--- config.mk ---
export PLATFORM = sky130hd
export DESIGN_NAME = go_to_goal_steering_controller_unit
export DESIGN_NICKNAME = d
export VERILOG_FILES = /design/src/design/ggsc_pkg.sv /design/src/design/ggsc_ucode_rom.sv /design/src/design/ggsc_sequencer.sv /design/src/design/ggsc_datapath.sv /design/src/design/go_to_goal_steering_controller_unit.sv
export VERILOG_INCLUDE_DIRS = /design/src /design/src/design
export SDC_FILE = /design/constraint.sdc
export NUM_CORES = 2
export LEC_CHECK = 0
export ABC_AREA = 0
export BUFFER_PORTS_ARGS = -buffer_cell sky130_fd_sc_hd__buf_4
export CAP_MARGIN = 20
export CORE_MARGIN = 2
export CORE_UTILIZATION = 53
export DETAILED_ROUTE_END_ITERATION = 6
export GPL_ROUTABILITY_DRIVEN = 1
export PLACE_DENSITY_LB_ADDON = 0.15
export SYNTH_ARGS = -nofsm -noshare
export SYNTH_HDL_FRONTEND = slang
export SYNTH_SLANG_ARGS = --single-unit
--- constraint.sdc ---
create_clock -name clk -period 27.9 [get_ports clk]
set_clock_uncertainty 0.15 [all_clocks]
set_input_delay 8.37 -clock clk [delete_from_list [all_inputs] [get_ports clk]]
set_output_delay 8.37 -clock clk [all_outputs]
set_load 0.01 [all_outputs]
--- src/design/go_to_goal_steering_controller_unit_macros.svh ---
// ----------------------------------------------------------------------------
// go_to_goal_steering_controller_unit_macros
// assertion macros shared by the go-to-goal steering controller
// ----------------------------------------------------------------------------
`ifndef GO_TO_GOAL_STEERING_CONTROLLER_UNIT_MACROS_SVH
`define GO_TO_GOAL_STEERING_CONTROLLER_UNIT_MACROS_SVH

// same-cycle implication, sampled on clk, off while rst is high
`define GGSC_ASSERT_IMP(label, ante, cons, msg) \
  label: assert property (@(posedge clk) disable iff (rst) (ante) |-> (cons)) \
    else $error(msg);

// next-cycle implication, sampled on clk, off while rst is high
`define GGSC_ASSERT_NXT(label, ante, cons, msg) \
  label: assert property (@(posedge clk) disable iff (rst) (ante) |=> (cons)) \
    else $error(msg);

`endif

--- src/design/ggsc_pkg.sv ---
// ----------------------------------------------------------------------------
// ggsc_pkg
// widths, codes, microcode word layout and tables of the steering controller
// ----------------------------------------------------------------------------
package ggsc_pkg;

  // arithmetic configuration
  localparam int CORDIC_ITERATIONS = 16;
  localparam int FRACTION_BITS     = 12;

  // field widths
  localparam int OP_W       = 2;
  localparam int POS_W      = 16;
  localparam int HEAD_W     = 15;
  localparam int GAIN_W     = 8;
  localparam int GAIN_FRAC  = 4;
  localparam int LIN_W      = 18;
  localparam int TURN_W     = 18;
  localparam int CFG_IDX_W  = 4;
  localparam int CFG_DATA_W = 16;

  localparam int S_TDATA_W = ((2 * POS_W + HEAD_W + 7) / 8) * 8;
  localparam int M_TDATA_W = ((LIN_W + TURN_W + 7) / 8) * 8;
  localparam int M_PAD_W   = M_TDATA_W - LIN_W - TURN_W;

  // operation codes (tuser)
  localparam logic [OP_W-1:0] OP_POSE   = 2'd0;
  localparam logic [OP_W-1:0] OP_TARGET = 2'd1;
  localparam logic [OP_W-1:0] OP_TICK   = 2'd2;

  // register indexes
  localparam logic [CFG_IDX_W-1:0] CFG_TOLERANCE = 4'd0;
  localparam logic [CFG_IDX_W-1:0] CFG_LIN_GAIN  = 4'd1;
  localparam logic [CFG_IDX_W-1:0] CFG_ANG_GAIN  = 4'd2;
  localparam logic [CFG_IDX_W-1:0] CFG_ARENA     = 4'd3;

  localparam logic [POS_W-1:0]  TOLERANCE_RST = 16'd2048;
  localparam logic [GAIN_W-1:0] LIN_GAIN_RST  = 8'd32;
  localparam logic [GAIN_W-1:0] ANG_GAIN_RST  = 8'd96;
  localparam logic [POS_W-1:0]  ARENA_RST     = 16'd45056;

  // datapath widths
  localparam int DELTA_W     = POS_W + 1;
  localparam int SQRT_STEPS  = POS_W + 1;
  localparam int SQ_W        = 2 * POS_W + 3;
  localparam int SQRT_TOP    = 2 * (SQRT_STEPS - 1);
  localparam int DIST_W      = POS_W + 1;
  localparam int PRE_SHIFT   = 14;
  localparam int CORDIC_W    = DELTA_W + PRE_SHIFT + 5;
  localparam int ANGLE_Q     = 30;
  localparam int Z_W         = ANGLE_Q + 4;
  localparam int ATAN_LEN    = 24;
  localparam int ROUND_SHIFT = ANGLE_Q - FRACTION_BITS;
  localparam int ZR_W        = Z_W - ROUND_SHIFT;
  localparam int ERR_W       = ((ZR_W > HEAD_W) ? ZR_W : HEAD_W) + 2;
  localparam int MUL_W       = (ERR_W > DELTA_W + 1) ? ERR_W : DELTA_W + 1;
  localparam int PROD_W      = 2 * MUL_W;

  localparam int LOOP_LAST = ((CORDIC_ITERATIONS > SQRT_STEPS) ?
                              CORDIC_ITERATIONS : SQRT_STEPS) - 1;
  localparam int CNT_W     = $clog2(LOOP_LAST + 1);

  localparam logic [CNT_W-1:0] LOOP_LAST_CNT   = CNT_W'(LOOP_LAST);
  localparam logic [CNT_W-1:0] CORDIC_LAST_CNT = CNT_W'(CORDIC_ITERATIONS - 1);
  localparam logic [CNT_W-1:0] SQRT_LAST_CNT   = CNT_W'(SQRT_STEPS - 1);

  localparam logic [SQ_W-1:0] SQ_BIT0 = SQ_W'(64'd1 << SQRT_TOP);

  // angle constants
  localparam longint PI_Q30 = 64'sd3373259426;
  localparam longint PI_QF  = (PI_Q30 + (longint'(1) <<< (ROUND_SHIFT - 1))) >>> ROUND_SHIFT;
  localparam logic signed [Z_W-1:0]   PI_Z       = Z_W'(PI_Q30);
  localparam logic signed [Z_W-1:0]   ROUND_HALF = Z_W'(longint'(1) <<< (ROUND_SHIFT - 1));
  localparam logic signed [ERR_W-1:0] PI_ERR     = ERR_W'(PI_QF);
  localparam logic signed [ERR_W-1:0] NEG_PI_ERR = ERR_W'(-PI_QF);
  localparam logic signed [ERR_W-1:0] TWO_PI_ERR = ERR_W'(2 * PI_QF);

  // output saturation bounds at product width
  localparam logic signed [PROD_W-1:0] LIN_MAX_P  = PROD_W'((longint'(1) <<< LIN_W) - 1);
  localparam logic signed [PROD_W-1:0] TURN_MAX_P =
    PROD_W'((longint'(1) <<< (TURN_W - 1)) - 1);
  localparam logic signed [PROD_W-1:0] TURN_MIN_P = PROD_W'(-(longint'(1) <<< (TURN_W - 1)));
  localparam logic [LIN_W-1:0]         LIN_MAX    = {LIN_W{1'b1}};
  localparam logic signed [TURN_W-1:0] TURN_MAX   = {1'b0, {(TURN_W - 1){1'b1}}};
  localparam logic signed [TURN_W-1:0] TURN_MIN   = {1'b1, {(TURN_W - 1){1'b0}}};

  // datapath operations
  localparam int DP_OP_W = 4;
  localparam logic [DP_OP_W-1:0] DP_IDLE  = 4'd0;
  localparam logic [DP_OP_W-1:0] DP_DELTA = 4'd1;
  localparam logic [DP_OP_W-1:0] DP_SQX   = 4'd2;
  localparam logic [DP_OP_W-1:0] DP_SQY   = 4'd3;
  localparam logic [DP_OP_W-1:0] DP_LOOP  = 4'd4;
  localparam logic [DP_OP_W-1:0] DP_CHECK = 4'd5;
  localparam logic [DP_OP_W-1:0] DP_WRAP  = 4'd6;
  localparam logic [DP_OP_W-1:0] DP_LIN   = 4'd7;
  localparam logic [DP_OP_W-1:0] DP_TURN  = 4'd8;
  localparam logic [DP_OP_W-1:0] DP_ZERO  = 4'd9;
  localparam logic [DP_OP_W-1:0] DP_OUT   = 4'd10;

  // jump conditions
  localparam int JC_W = 3;
  localparam logic [JC_W-1:0] JC_NEXT     = 3'd0;
  localparam logic [JC_W-1:0] JC_START    = 3'd1;
  localparam logic [JC_W-1:0] JC_LOOP     = 3'd2;
  localparam logic [JC_W-1:0] JC_REACHED  = 3'd3;
  localparam logic [JC_W-1:0] JC_ALWAYS   = 3'd4;
  localparam logic [JC_W-1:0] JC_OUT_FREE = 3'd5;

  // program steps
  localparam int PC_W = 4;
  localparam logic [PC_W-1:0] STEP_IDLE  = 4'd0;
  localparam logic [PC_W-1:0] STEP_DELTA = 4'd1;
  localparam logic [PC_W-1:0] STEP_SQX   = 4'd2;
  localparam logic [PC_W-1:0] STEP_SQY   = 4'd3;
  localparam logic [PC_W-1:0] STEP_LOOP  = 4'd4;
  localparam logic [PC_W-1:0] STEP_CHECK = 4'd5;
  localparam logic [PC_W-1:0] STEP_WRAP  = 4'd6;
  localparam logic [PC_W-1:0] STEP_LIN   = 4'd7;
  localparam logic [PC_W-1:0] STEP_TURN  = 4'd8;
  localparam logic [PC_W-1:0] STEP_ZERO  = 4'd9;
  localparam logic [PC_W-1:0] STEP_OUT   = 4'd10;

  typedef struct packed {
    logic [DP_OP_W-1:0] dp_op;
    logic [JC_W-1:0]    jump;
    logic [PC_W-1:0]    target;
  } ucode_word_t;

  typedef struct packed {
    logic [DP_OP_W-1:0] dp_op;
    logic [CNT_W-1:0]   loop_cnt;
    logic               idle;
    logic               out_load;
  } seq_ctrl_t;

  typedef struct packed {
    logic start;
    logic reached;
  } dp_status_t;

  typedef struct packed {
    logic [POS_W-1:0]  tolerance;
    logic [GAIN_W-1:0] lin_gain;
    logic [GAIN_W-1:0] ang_gain;
    logic [POS_W-1:0]  arena;
  } cfg_regs_t;

  // atan(2^-i) in Q2.30, truncated
  function automatic logic signed [Z_W-1:0] atan_q30(input logic [CNT_W-1:0] idx);
    logic [31:0] v;
    case (idx)
      5'd0:    v = 32'h3243F6A8;
      5'd1:    v = 32'h1DAC6705;
      5'd2:    v = 32'h0FADBAFC;
      5'd3:    v = 32'h07F56EA6;
      5'd4:    v = 32'h03FEAB76;
      5'd5:    v = 32'h01FFD55B;
      5'd6:    v = 32'h00FFFAAA;
      5'd7:    v = 32'h007FFF55;
      5'd8:    v = 32'h003FFFEA;
      5'd9:    v = 32'h001FFFFD;
      5'd10:   v = 32'h000FFFFF;
      5'd11:   v = 32'h0007FFFF;
      5'd12:   v = 32'h0003FFFF;
      5'd13:   v = 32'h0001FFFF;
      5'd14:   v = 32'h0000FFFF;
      5'd15:   v = 32'h00007FFF;
      5'd16:   v = 32'h00003FFF;
      5'd17:   v = 32'h00001FFF;
      5'd18:   v = 32'h00000FFF;
      5'd19:   v = 32'h000007FF;
      5'd20:   v = 32'h000003FF;
      5'd21:   v = 32'h000001FF;
      5'd22:   v = 32'h000000FF;
      5'd23:   v = 32'h0000007F;
      default: v = 32'h00000000;
    endcase
    return $signed(Z_W'(v));
  endfunction

endpackage

--- src/design/ggsc_ucode_rom.sv ---
// ----------------------------------------------------------------------------
// ggsc_ucode_rom
// control store: one microcode word per program step
// ----------------------------------------------------------------------------
module ggsc_ucode_rom (
  input  logic [ggsc_pkg::PC_W-1:0] pc,
  output ggsc_pkg::ucode_word_t     word
);
  import ggsc_pkg::*;

  always_comb begin
    unique case (pc)
      STEP_IDLE:  word = '{dp_op: DP_IDLE,  jump: JC_START,    target: STEP_DELTA};
      STEP_DELTA: word = '{dp_op: DP_DELTA, jump: JC_NEXT,     target: STEP_IDLE};
      STEP_SQX:   word = '{dp_op: DP_SQX,   jump: JC_NEXT,     target: STEP_IDLE};
      STEP_SQY:   word = '{dp_op: DP_SQY,   jump: JC_NEXT,     target: STEP_IDLE};
      STEP_LOOP:  word = '{dp_op: DP_LOOP,  jump: JC_LOOP,     target: STEP_LOOP};
      STEP_CHECK: word = '{dp_op: DP_CHECK, jump: JC_REACHED,  target: STEP_ZERO};
      STEP_WRAP:  word = '{dp_op: DP_WRAP,  jump: JC_NEXT,     target: STEP_IDLE};
      STEP_LIN:   word = '{dp_op: DP_LIN,   jump: JC_NEXT,     target: STEP_IDLE};
      STEP_TURN:  word = '{dp_op: DP_TURN,  jump: JC_ALWAYS,   target: STEP_OUT};
      STEP_ZERO:  word = '{dp_op: DP_ZERO,  jump: JC_NEXT,     target: STEP_IDLE};
      STEP_OUT:   word = '{dp_op: DP_OUT,   jump: JC_OUT_FREE, target: STEP_IDLE};
      default:    word = '{dp_op: DP_IDLE,  jump: JC_ALWAYS,   target: STEP_IDLE};
    endcase
  end

endmodule

--- src/design/ggsc_sequencer.sv ---
// ----------------------------------------------------------------------------
// ggsc_sequencer
// step counter, loop counter and jump logic over the control store
// ----------------------------------------------------------------------------
module ggsc_sequencer (
  input  logic                  clk,
  input  logic                  rst,
  input  ggsc_pkg::dp_status_t  dp_status,
  input  logic                  out_free,
  output ggsc_pkg::seq_ctrl_t   seq_ctrl
);
  import ggsc_pkg::*;

  logic [PC_W-1:0]  pc, pc_next;
  logic [CNT_W-1:0] loop_cnt, loop_cnt_next;
  ucode_word_t      word;

  ggsc_ucode_rom u_rom (
    .pc   (pc),
    .word (word)
  );

  always_comb begin
    pc_next       = pc + PC_W'(1);
    loop_cnt_next = loop_cnt;
    unique case (word.jump)
      JC_NEXT: begin
      end
      JC_START: begin
        if (!dp_status.start) pc_next = pc;
      end
      JC_LOOP: begin
        if (loop_cnt != LOOP_LAST_CNT) begin
          pc_next       = word.target;
          loop_cnt_next = loop_cnt + CNT_W'(1);
        end else begin
          loop_cnt_next = '0;
        end
      end
      JC_REACHED: begin
        if (dp_status.reached) pc_next = word.target;
      end
      JC_ALWAYS: begin
        pc_next = word.target;
      end
      JC_OUT_FREE: begin
        pc_next = out_free ? word.target : pc;
      end
      default: begin
        pc_next = STEP_IDLE;
      end
    endcase
  end

  always_ff @(posedge clk) begin
    if (rst) begin
      pc       <= STEP_IDLE;
      loop_cnt <= '0;
    end else begin
      pc       <= pc_next;
      loop_cnt <= loop_cnt_next;
    end
  end

  assign seq_ctrl.dp_op    = word.dp_op;
  assign seq_ctrl.loop_cnt = loop_cnt;
  assign seq_ctrl.idle     = (word.dp_op == DP_IDLE);
  assign seq_ctrl.out_load = (word.jump == JC_OUT_FREE) && out_free;

endmodule

--- src/design/ggsc_datapath.sv ---
// ----------------------------------------------------------------------------
// ggsc_datapath
// pose and target state, shared multiplier, bit-serial square root,
// cordic vectoring unit and output shaping
// ----------------------------------------------------------------------------
module ggsc_datapath (
  input  logic                               clk,
  input  logic                               rst,
  input  ggsc_pkg::seq_ctrl_t                seq_ctrl,
  input  ggsc_pkg::cfg_regs_t                cfg,
  input  logic                               in_accept,
  input  logic [ggsc_pkg::OP_W-1:0]          in_op,
  input  logic [ggsc_pkg::POS_W-1:0]         in_x,
  input  logic [ggsc_pkg::POS_W-1:0]         in_y,
  input  logic signed [ggsc_pkg::HEAD_W-1:0] in_heading,
  output ggsc_pkg::dp_status_t               dp_status,
  output logic [ggsc_pkg::LIN_W-1:0]         lin_speed,
  output logic signed [ggsc_pkg::TURN_W-1:0] turn_rate
);
  import ggsc_pkg::*;

  logic [POS_W-1:0]         pose_x, pose_y, target_x, target_y;
  logic signed [HEAD_W-1:0] pose_heading;
  logic                     pose_seen, target_seen;

  logic signed [DELTA_W-1:0]  dx, dy;
  logic [SQ_W-1:0]            acc, sq_rem, sq_res, sq_bit;
  logic signed [CORDIC_W-1:0] cx, cy;
  logic signed [Z_W-1:0]      cz;
  logic signed [ERR_W-1:0]    err;
  logic [LIN_W-1:0]           lin;
  logic signed [TURN_W-1:0]   turn;

  logic signed [MUL_W-1:0]    mul_a, mul_b;
  logic signed [PROD_W-1:0]   mul_p, prod_shift;
  logic [SQ_W-1:0]            sq_trial;
  logic signed [CORDIC_W-1:0] x0, y0, xs, ys;
  logic signed [Z_W-1:0]      z_round, atan_step;
  logic [DIST_W-1:0]          distance;
  logic                       target_ok;

  assign distance  = sq_res[DIST_W-1:0];
  assign target_ok = (in_x != '0) && (in_x < cfg.arena) &&
                     (in_y != '0) && (in_y < cfg.arena);

  // shared multiplier operand select
  always_comb begin
    mul_a = '0;
    mul_b = '0;
    case (seq_ctrl.dp_op)
      DP_SQX: begin
        mul_a = MUL_W'(dx);
        mul_b = MUL_W'(dx);
      end
      DP_SQY: begin
        mul_a = MUL_W'(dy);
        mul_b = MUL_W'(dy);
      end
      DP_LIN: begin
        mul_a = $signed(MUL_W'(cfg.lin_gain));
        mul_b = $signed(MUL_W'(distance));
      end
      DP_TURN: begin
        mul_a = $signed(MUL_W'(cfg.ang_gain));
        mul_b = MUL_W'(err);
      end
      default: begin
      end
    endcase
  end

  always_comb begin
    mul_p      = mul_a * mul_b;
    prod_shift = mul_p >>> GAIN_FRAC;
    sq_trial   = sq_res + sq_bit;
    x0         = CORDIC_W'(dx) <<< PRE_SHIFT;
    y0         = CORDIC_W'(dy) <<< PRE_SHIFT;
    xs         = cx >>> seq_ctrl.loop_cnt;
    ys         = cy >>> seq_ctrl.loop_cnt;
    atan_step  = atan_q30(seq_ctrl.loop_cnt);
    z_round    = (cz + ROUND_HALF) >>> ROUND_SHIFT;
  end

  assign dp_status.start   = in_accept && (in_op == OP_TICK) && pose_seen && target_seen;
  assign dp_status.reached = (distance <= DIST_W'(cfg.tolerance));

  // stored pose and target
  always_ff @(posedge clk) begin
    if (rst) begin
      pose_x       <= '0;
      pose_y       <= '0;
      pose_heading <= '0;
      target_x     <= '0;
      target_y     <= '0;
      pose_seen    <= 1'b0;
      target_seen  <= 1'b0;
    end else if (in_accept) begin
      case (in_op)
        OP_POSE: begin
          pose_x       <= in_x;
          pose_y       <= in_y;
          pose_heading <= in_heading;
          pose_seen    <= 1'b1;
        end
        OP_TARGET: begin
          if (target_ok) begin
            target_x    <= in_x;
            target_y    <= in_y;
            target_seen <= 1'b1;
          end
        end
        default: begin
        end
      endcase
    end
  end

  // working registers driven by the current control word
  always_ff @(posedge clk) begin
    case (seq_ctrl.dp_op)
      DP_DELTA: begin
        dx <= $signed({1'b0, target_x}) - $signed({1'b0, pose_x});
        dy <= $signed({1'b0, target_y}) - $signed({1'b0, pose_y});
      end
      DP_SQX: begin
        acc <= SQ_W'($unsigned(mul_p));
        // left half-plane: rotate by pi first
        if (dx < 0) begin
          cx <= -x0;
          cy <= -y0;
          cz <= (dy >= 0) ? PI_Z : -PI_Z;
        end else begin
          cx <= x0;
          cy <= y0;
          cz <= '0;
        end
      end
      DP_SQY: begin
        sq_rem <= acc + SQ_W'($unsigned(mul_p));
        sq_res <= '0;
        sq_bit <= SQ_BIT0;
      end
      DP_LOOP: begin
        if (seq_ctrl.loop_cnt <= SQRT_LAST_CNT) begin
          if (sq_rem >= sq_trial) begin
            sq_rem <= sq_rem - sq_trial;
            sq_res <= (sq_res >> 1) + sq_bit;
          end else begin
            sq_res <= sq_res >> 1;
          end
          sq_bit <= sq_bit >> 2;
        end
        if (seq_ctrl.loop_cnt <= CORDIC_LAST_CNT) begin
          if (!cy[CORDIC_W-1]) begin
            cx <= cx + ys;
            cy <= cy - xs;
            cz <= cz + atan_step;
          end else begin
            cx <= cx - ys;
            cy <= cy + xs;
            cz <= cz - atan_step;
          end
        end
      end
      DP_CHECK: begin
        err <= ERR_W'(z_round) - ERR_W'(pose_heading);
      end
      DP_WRAP: begin
        if (err > PI_ERR) begin
          err <= err - TWO_PI_ERR;
        end else if (err < NEG_PI_ERR) begin
          err <= err + TWO_PI_ERR;
        end
      end
      DP_LIN: begin
        lin <= (prod_shift > LIN_MAX_P) ? LIN_MAX : LIN_W'(prod_shift);
      end
      DP_TURN: begin
        if (prod_shift > TURN_MAX_P) begin
          turn <= TURN_MAX;
        end else if (prod_shift < TURN_MIN_P) begin
          turn <= TURN_MIN;
        end else begin
          turn <= TURN_W'(prod_shift);
        end
      end
      DP_ZERO: begin
        lin  <= '0;
        turn <= '0;
      end
      default: begin
      end
    endcase
  end

  assign lin_speed = lin;
  assign turn_rate = turn;

endmodule

--- src/design/go_to_goal_steering_controller_unit.sv ---
// ----------------------------------------------------------------------------
// go_to_goal_steering_controller_unit
// proportional go-to-goal steering controller, microcoded datapath
// ----------------------------------------------------------------------------
// usage
//   s_* channel: one transfer per command; tuser selects pose update, target
//     update or control tick, tdata carries x, y and heading
//   m_* channel: one transfer per control tick once a pose and a target have
//     been stored: forward speed and turn rate
//   cfg_* channel: register writes (tolerance, gains, arena limit), always
//     ready, meant to be used while the controller is idle
// throughput and program flow
//   pose and target updates are stored from the idle step, and back-to-back
//     transfers are taken at full rate
//   a tick runs the microprogram: 3 setup steps, 17 loop steps (square root
//     one bit a step, cordic one rotation a step, in the same loop), then
//     4 steps of error, wrap and gain multiply (error and an output-zeroing
//     step when the target counts as reached); the output step sets m_tvalid
//   the input stays not ready while the program runs, so the next command waits
//     until the program, chiefly its sqrt and cordic loop, is back at idle
// reset
//   rst is synchronous: step counter back to idle, pose and target forgotten,
//     registers to their defaults, output register empty
// stall
//   the result sits in an output register; with m_tready low the controller
//     still takes pose and target updates, and a following tick computes and
//     waits at its last step until the register frees
// ----------------------------------------------------------------------------
`include "go_to_goal_steering_controller_unit_macros.svh"

module go_to_goal_steering_controller_unit (
  input  logic                                clk,
  input  logic                                rst,
  // command in
  input  logic                                s_tvalid,
  output logic                                s_tready,
  // position_x [15:0], position_y [31:16], heading [46:32], zero pad [47]
  input  logic [ggsc_pkg::S_TDATA_W-1:0]      s_tdata,
  // operation [1:0]
  input  logic [ggsc_pkg::OP_W-1:0]           s_tuser,
  // result out
  output logic                                m_tvalid,
  input  logic                                m_tready,
  // linear_speed [17:0], turn_rate [35:18], zero pad [39:36]
  output logic [ggsc_pkg::M_TDATA_W-1:0]      m_tdata,
  // register write channel
  input  logic                                cfg_valid,
  output logic                                cfg_ready,
  input  logic [ggsc_pkg::CFG_IDX_W-1:0]      cfg_index,
  input  logic [ggsc_pkg::CFG_DATA_W-1:0]     cfg_data
);
  import ggsc_pkg::*;

  seq_ctrl_t  seq_ctrl;
  dp_status_t dp_status;
  cfg_regs_t  cfg;

  logic                     in_accept;
  logic                     out_free;
  logic                     out_valid;
  logic [LIN_W-1:0]         out_lin;
  logic signed [TURN_W-1:0] out_turn;
  logic [LIN_W-1:0]         lin_speed;
  logic signed [TURN_W-1:0] turn_rate;

  // input is taken only while the program sits at its idle step
  assign s_tready  = seq_ctrl.idle;
  assign in_accept = s_tvalid && s_tready;

  // output register is free when empty or being drained this cycle
  assign out_free  = !out_valid || m_tready;

  assign cfg_ready = 1'b1;

  // configuration registers
  always_ff @(posedge clk) begin
    if (rst) begin
      cfg.tolerance <= TOLERANCE_RST;
      cfg.lin_gain  <= LIN_GAIN_RST;
      cfg.ang_gain  <= ANG_GAIN_RST;
      cfg.arena     <= ARENA_RST;
    end else if (cfg_valid && cfg_ready) begin
      case (cfg_index)
        CFG_TOLERANCE: cfg.tolerance <= cfg_data[POS_W-1:0];
        CFG_LIN_GAIN:  cfg.lin_gain  <= cfg_data[GAIN_W-1:0];
        CFG_ANG_GAIN:  cfg.ang_gain  <= cfg_data[GAIN_W-1:0];
        CFG_ARENA:     cfg.arena     <= cfg_data[POS_W-1:0];
        default: begin
          // unknown index: write dropped
        end
      endcase
    end
  end

  ggsc_sequencer u_seq (
    .clk       (clk),
    .rst       (rst),
    .dp_status (dp_status),
    .out_free  (out_free),
    .seq_ctrl  (seq_ctrl)
  );

  ggsc_datapath u_dp (
    .clk        (clk),
    .rst        (rst),
    .seq_ctrl   (seq_ctrl),
    .cfg        (cfg),
    .in_accept  (in_accept),
    .in_op      (s_tuser),
    .in_x       (s_tdata[POS_W-1:0]),
    .in_y       (s_tdata[2*POS_W-1:POS_W]),
    .in_heading ($signed(s_tdata[2*POS_W+HEAD_W-1:2*POS_W])),
    .dp_status  (dp_status),
    .lin_speed  (lin_speed),
    .turn_rate  (turn_rate)
  );

  // output register, loaded at the last program step
  always_ff @(posedge clk) begin
    if (rst) begin
      out_valid <= 1'b0;
    end else if (seq_ctrl.out_load) begin
      out_valid <= 1'b1;
    end else if (m_tready) begin
      out_valid <= 1'b0;
    end
  end

  always_ff @(posedge clk) begin
    if (seq_ctrl.out_load) begin
      out_lin  <= lin_speed;
      out_turn <= turn_rate;
    end
  end

  assign m_tvalid = out_valid;
  assign m_tdata  = {{M_PAD_W{1'b0}}, out_turn, out_lin};

  // a result never overwrites one still waiting for its transfer
  `GGSC_ASSERT_IMP(a_load_into_free_slot, seq_ctrl.out_load, !out_valid || m_tready,
                   "result loaded over a pending transfer")
  // a qualifying tick leaves the idle step on the next cycle
  `GGSC_ASSERT_NXT(a_tick_starts_program, dp_status.start, !seq_ctrl.idle,
                   "tick accepted but program did not start")
  // valid only rises from a load by the last program step
  `GGSC_ASSERT_IMP(a_valid_from_load, $rose(out_valid), $past(seq_ctrl.out_load),
                   "output valid rose without a program load")

endmodule
==> impl_results.md <==
- Status: finished, final reports clean
- Largest net degree at the start of global routing: 107
- Cell mode on critical path: fa_1
- Rows: approximately 120
- Gr usage total: 30.04%
- Req. time, crit path: between 20,000 and 30,000 ps
- Hold WC Path Type: reg -> reg
- Total CTS buffers: 68
- Syn Area/Cell: 8.968 um2
- Layout cells sized above 1: ~8.4%
- Synthesis-to-layout area growth: 8.458%
- Final Core Density: ~58%
- Static Leak: around 24 nW
- Clock tree buffer depth: 3
- Reg-to-Reg Start: u_seq.u_rom.word[8]
- Peak VDD IR: between 70 and 80 uV
- Worst-path maximum fanout: 17
- Peak Freq: around 84 MHz
- Pwr Density: between 100 and 150 nW/um2
- Htree depth: 3
- Clk slew on worst S/H paths: about 60 ps
- Clk Latency, worst-skew pair: around 670 ps
- RSZ-0062 raised after global routing: false
- CP startpoint kind: register
- Hold Path End: out_turn[1]
- HP Start: u_dp.turn_rate[1]
- Cell area after synthesis: 53,730 um2
- Post-CTS setup buffers: 0
- CTS tree: done
- Detail-routed via count per cell: ~6
- Synth Flop Type: edfxtp_1
- Cells after Synth: 5,991
- Most frequent cell after synthesis: nand2_1
- Reg2Reg Depth: 34
- Fin crit period: 11,910 ps
- Pre-CTS WS: between 15,000 and 20,000 ps
- Post-CTS sizing: 0
- Slowest stage delay, CP: approximately 700 ps
- Drt pass-1 iters: 7
- # nets final: a little under 7,000
- Total congestion overflow: 0
- Final hold violation count: 0
- Number of synthesized flops with an enable pin: 352
- Worst relative slew slack: a little over a quarter
- IO buf count: 111
- Sequential cell area: 14,190 um2
- Multi-input gate area: between 30,000 and 40,000 um2
- Residual DRC: 0
- Fill cell count: about 9,000
- Diodes inserted: 0
- Post-CTS Hold Fix Bufs: 0
- Slowest cell on the critical path: nand2_1
- First-pass GRT wire length: 243,200 um
- WS Path Type: reg -> reg
- Vias in the first global route: around 43,000
- Reg-to-Reg End: u_dp.sq_rem[33]
- Synth area leader: edfxtp_1
- Worst Setup End Kind: register
- Total number of vias: ~45,000
- Library cells used by synthesis: 108
- Ports: ~120
- Die area: 103,900 um2
- Routability cong.: 0.9988
- Post-DP HPWL: 121,000 um
- Die height: 322.4 um
- Initial Utilization: 53.57%
- Drt wl/cell: roughly 21 um
- Synth area leaders: edfxtp_1, fa_1, ha_1, dfxtp_1, nand2_1
- Post-Route WL: about 160,000 um
- Synth top area share: between 10% and 20%
- Seq/Total Area, Yosys: between 20% and 30%
- Setup-failing EPs final: 0
- Final Max Tran Viols: 0
- Worst EP arrival: ~12,000 ps
- Initial antenna violation count: 0
- Reg-to-reg slack, setup: 15,990 ps
- Final WS setup: between 15,000 and 20,000 ps
- Area of the core: approximately 100,000 um2
- Final ANT Viol Nets: 0
- FFs w/ async S/R, synth: 0%
- Top post-synthesis cells by count: nand2_1, inv_1, nor2_1, ha_1, a21oi_1
- Hold path depth: 0
- Worst-Margin Slew: ~1100 ps
- Clock Sink Count: about 530
- Post-route setup TNS: 0 ps
- Ys Warns: 0
- Ratio of final minimum period to clock period: 42.68%
- Initial DRC Count: 3,945
- Die Span X: roughly 320 um
- Flops & latches, synth: 532
- Clock root buffer: clkbuf_16
- Max Cap Viol: 0
-- flip-flops by register name, summed over array words and instances, names as in the netlist, 17 cells and up --
signal,flops
u_dp.cx,36
u_dp.err,18
u_dp.sq_bit,17
out_turn,18
u_dp.lin_speed,18
u_dp.atan_step,30
cfg,48
u_dp.cy,36
out_lin,18
u_dp.dy,17
u_dp.acc,35
u_dp.sq_res,35
u_dp.dx,17
u_dp.cz,34
u_dp.sq_rem,35
u_dp.turn_rate,18
-- cell families after synthesis --
| logic type | after synthesis | share of synthesized area, % |
|---|---|---|
| xor gates and xnor gates | 421 | 6.863 |
| other | 2 | 0.01398 |
| DFF | 532 | 26.38 |
| buffers and inverters | 827 | 6.150 |
| adders and majority gates | 755 | 22.15 |
| and+or+nand+nor | 1800 | 15.11 |
| muxes | 240 | 6.341 |
| AOI/OAI and AO/OA | 1414 | 16.99 |
-- metrics by stage --
step / area [um2] / instances / power, mW / hold slack (ps)
3_3_place_gp: 55890 / 7300 / 4.935 / 250.4
4_1_cts: 58210 / 7421 / 5.951 / 264.9
6_report: 58270 / 7425 / 6.005 / 266.2
3_5_place_dp: 55890 / 7300 / 4.997 / 254.5
5_1_grt: 58270 / 7425 / 6.463 / 272.3
2_1_floorplan: 53740 / 5994 / 3.991 / 250.3
-- per-layer routing --
layer	track usage (%)	vias to the layer above	wire length [um]
met1	43.00	21730	69780
li1	-	21080	-
met3	5.902	322	14040
met4	10.62	0	5467
met5	0	-	0
met2	45.24	1724	67060
-- power breakdown --
part | switching, mW | leakage [nW] | internal, mW | total [mW]
clock | 0.375 | 1.13 | 0.544 | 0.919
sequential | 0.170 | 4.70 | 1.14 | 1.31
combinational | 2.32 | 18.5 | 1.46 | 3.78
total | 2.87 | 24.3 | 3.14 | 6.00
-- worst max-delay path: cells and delay by family (launching register included) --
family	cells	cell delay [ps]
DFF	1	460
and+or+nand+nor	10	2080
buffers and inverters	5	1090
adders and majority gates	8	3930
AOI/OAI and AO/OA	10	3280
muxes	1	560
-- area by class of cell --
| type | instances | share of cell area, % |
|---|---|---|
| Inverter | 583 | 3.764 |
| Sequential cell | 532 | 24.35 |
| Clock inverter | 29 | 0.6442 |
| Clock buffer | 92 | 3.345 |
| Timing Repair Buffer | 197 | 2.589 |
| Multi-Input combinational cell | 4635 | 62.40 |
| Tap cell | 1357 | 2.914 |
-- placed cells by master (no fill, tap or decap), types with 58 or more instances in the layout --
cell type	count
nand2_1	677
inv_1	577
nor2_1	551
ha_1	428
a21oi_1	425
edfxtp_1	352
fa_1	327
o21ai_0	295
xnor2_1	261
buf_4	193
dfxtp_1	175
xor2_1	160
mux2i_1	118
a21o_1	108
nor2b_1	78
nand3_1	76
clkbuf_16	74
a211oi_1	69
nor3_1	68
nand2b_1	65
mux4_2	65
a31oi_1	58
-- worst max path at each step --
stage,from,endpoint,slack [ps],cells past startpoint
2_1_floorplan,s_tdata[17],u_dp.target_x[3],17000,14
3_3_place_gp,s_tdata[17],u_dp.target_x[4],16350,13
3_5_place_dp,s_tdata[17],u_dp.target_x[14],16220,13
4_1_cts,u_seq.u_rom.word[8],u_dp.sq_rem[33],16230,34
5_1_grt,u_seq.u_rom.word[8],u_dp.sq_rem[33],15600,34
6_report,u_seq.u_rom.word[8],u_dp.sq_rem[33],15990,34
No activity file was read; power rests on OpenSTA's default activity.
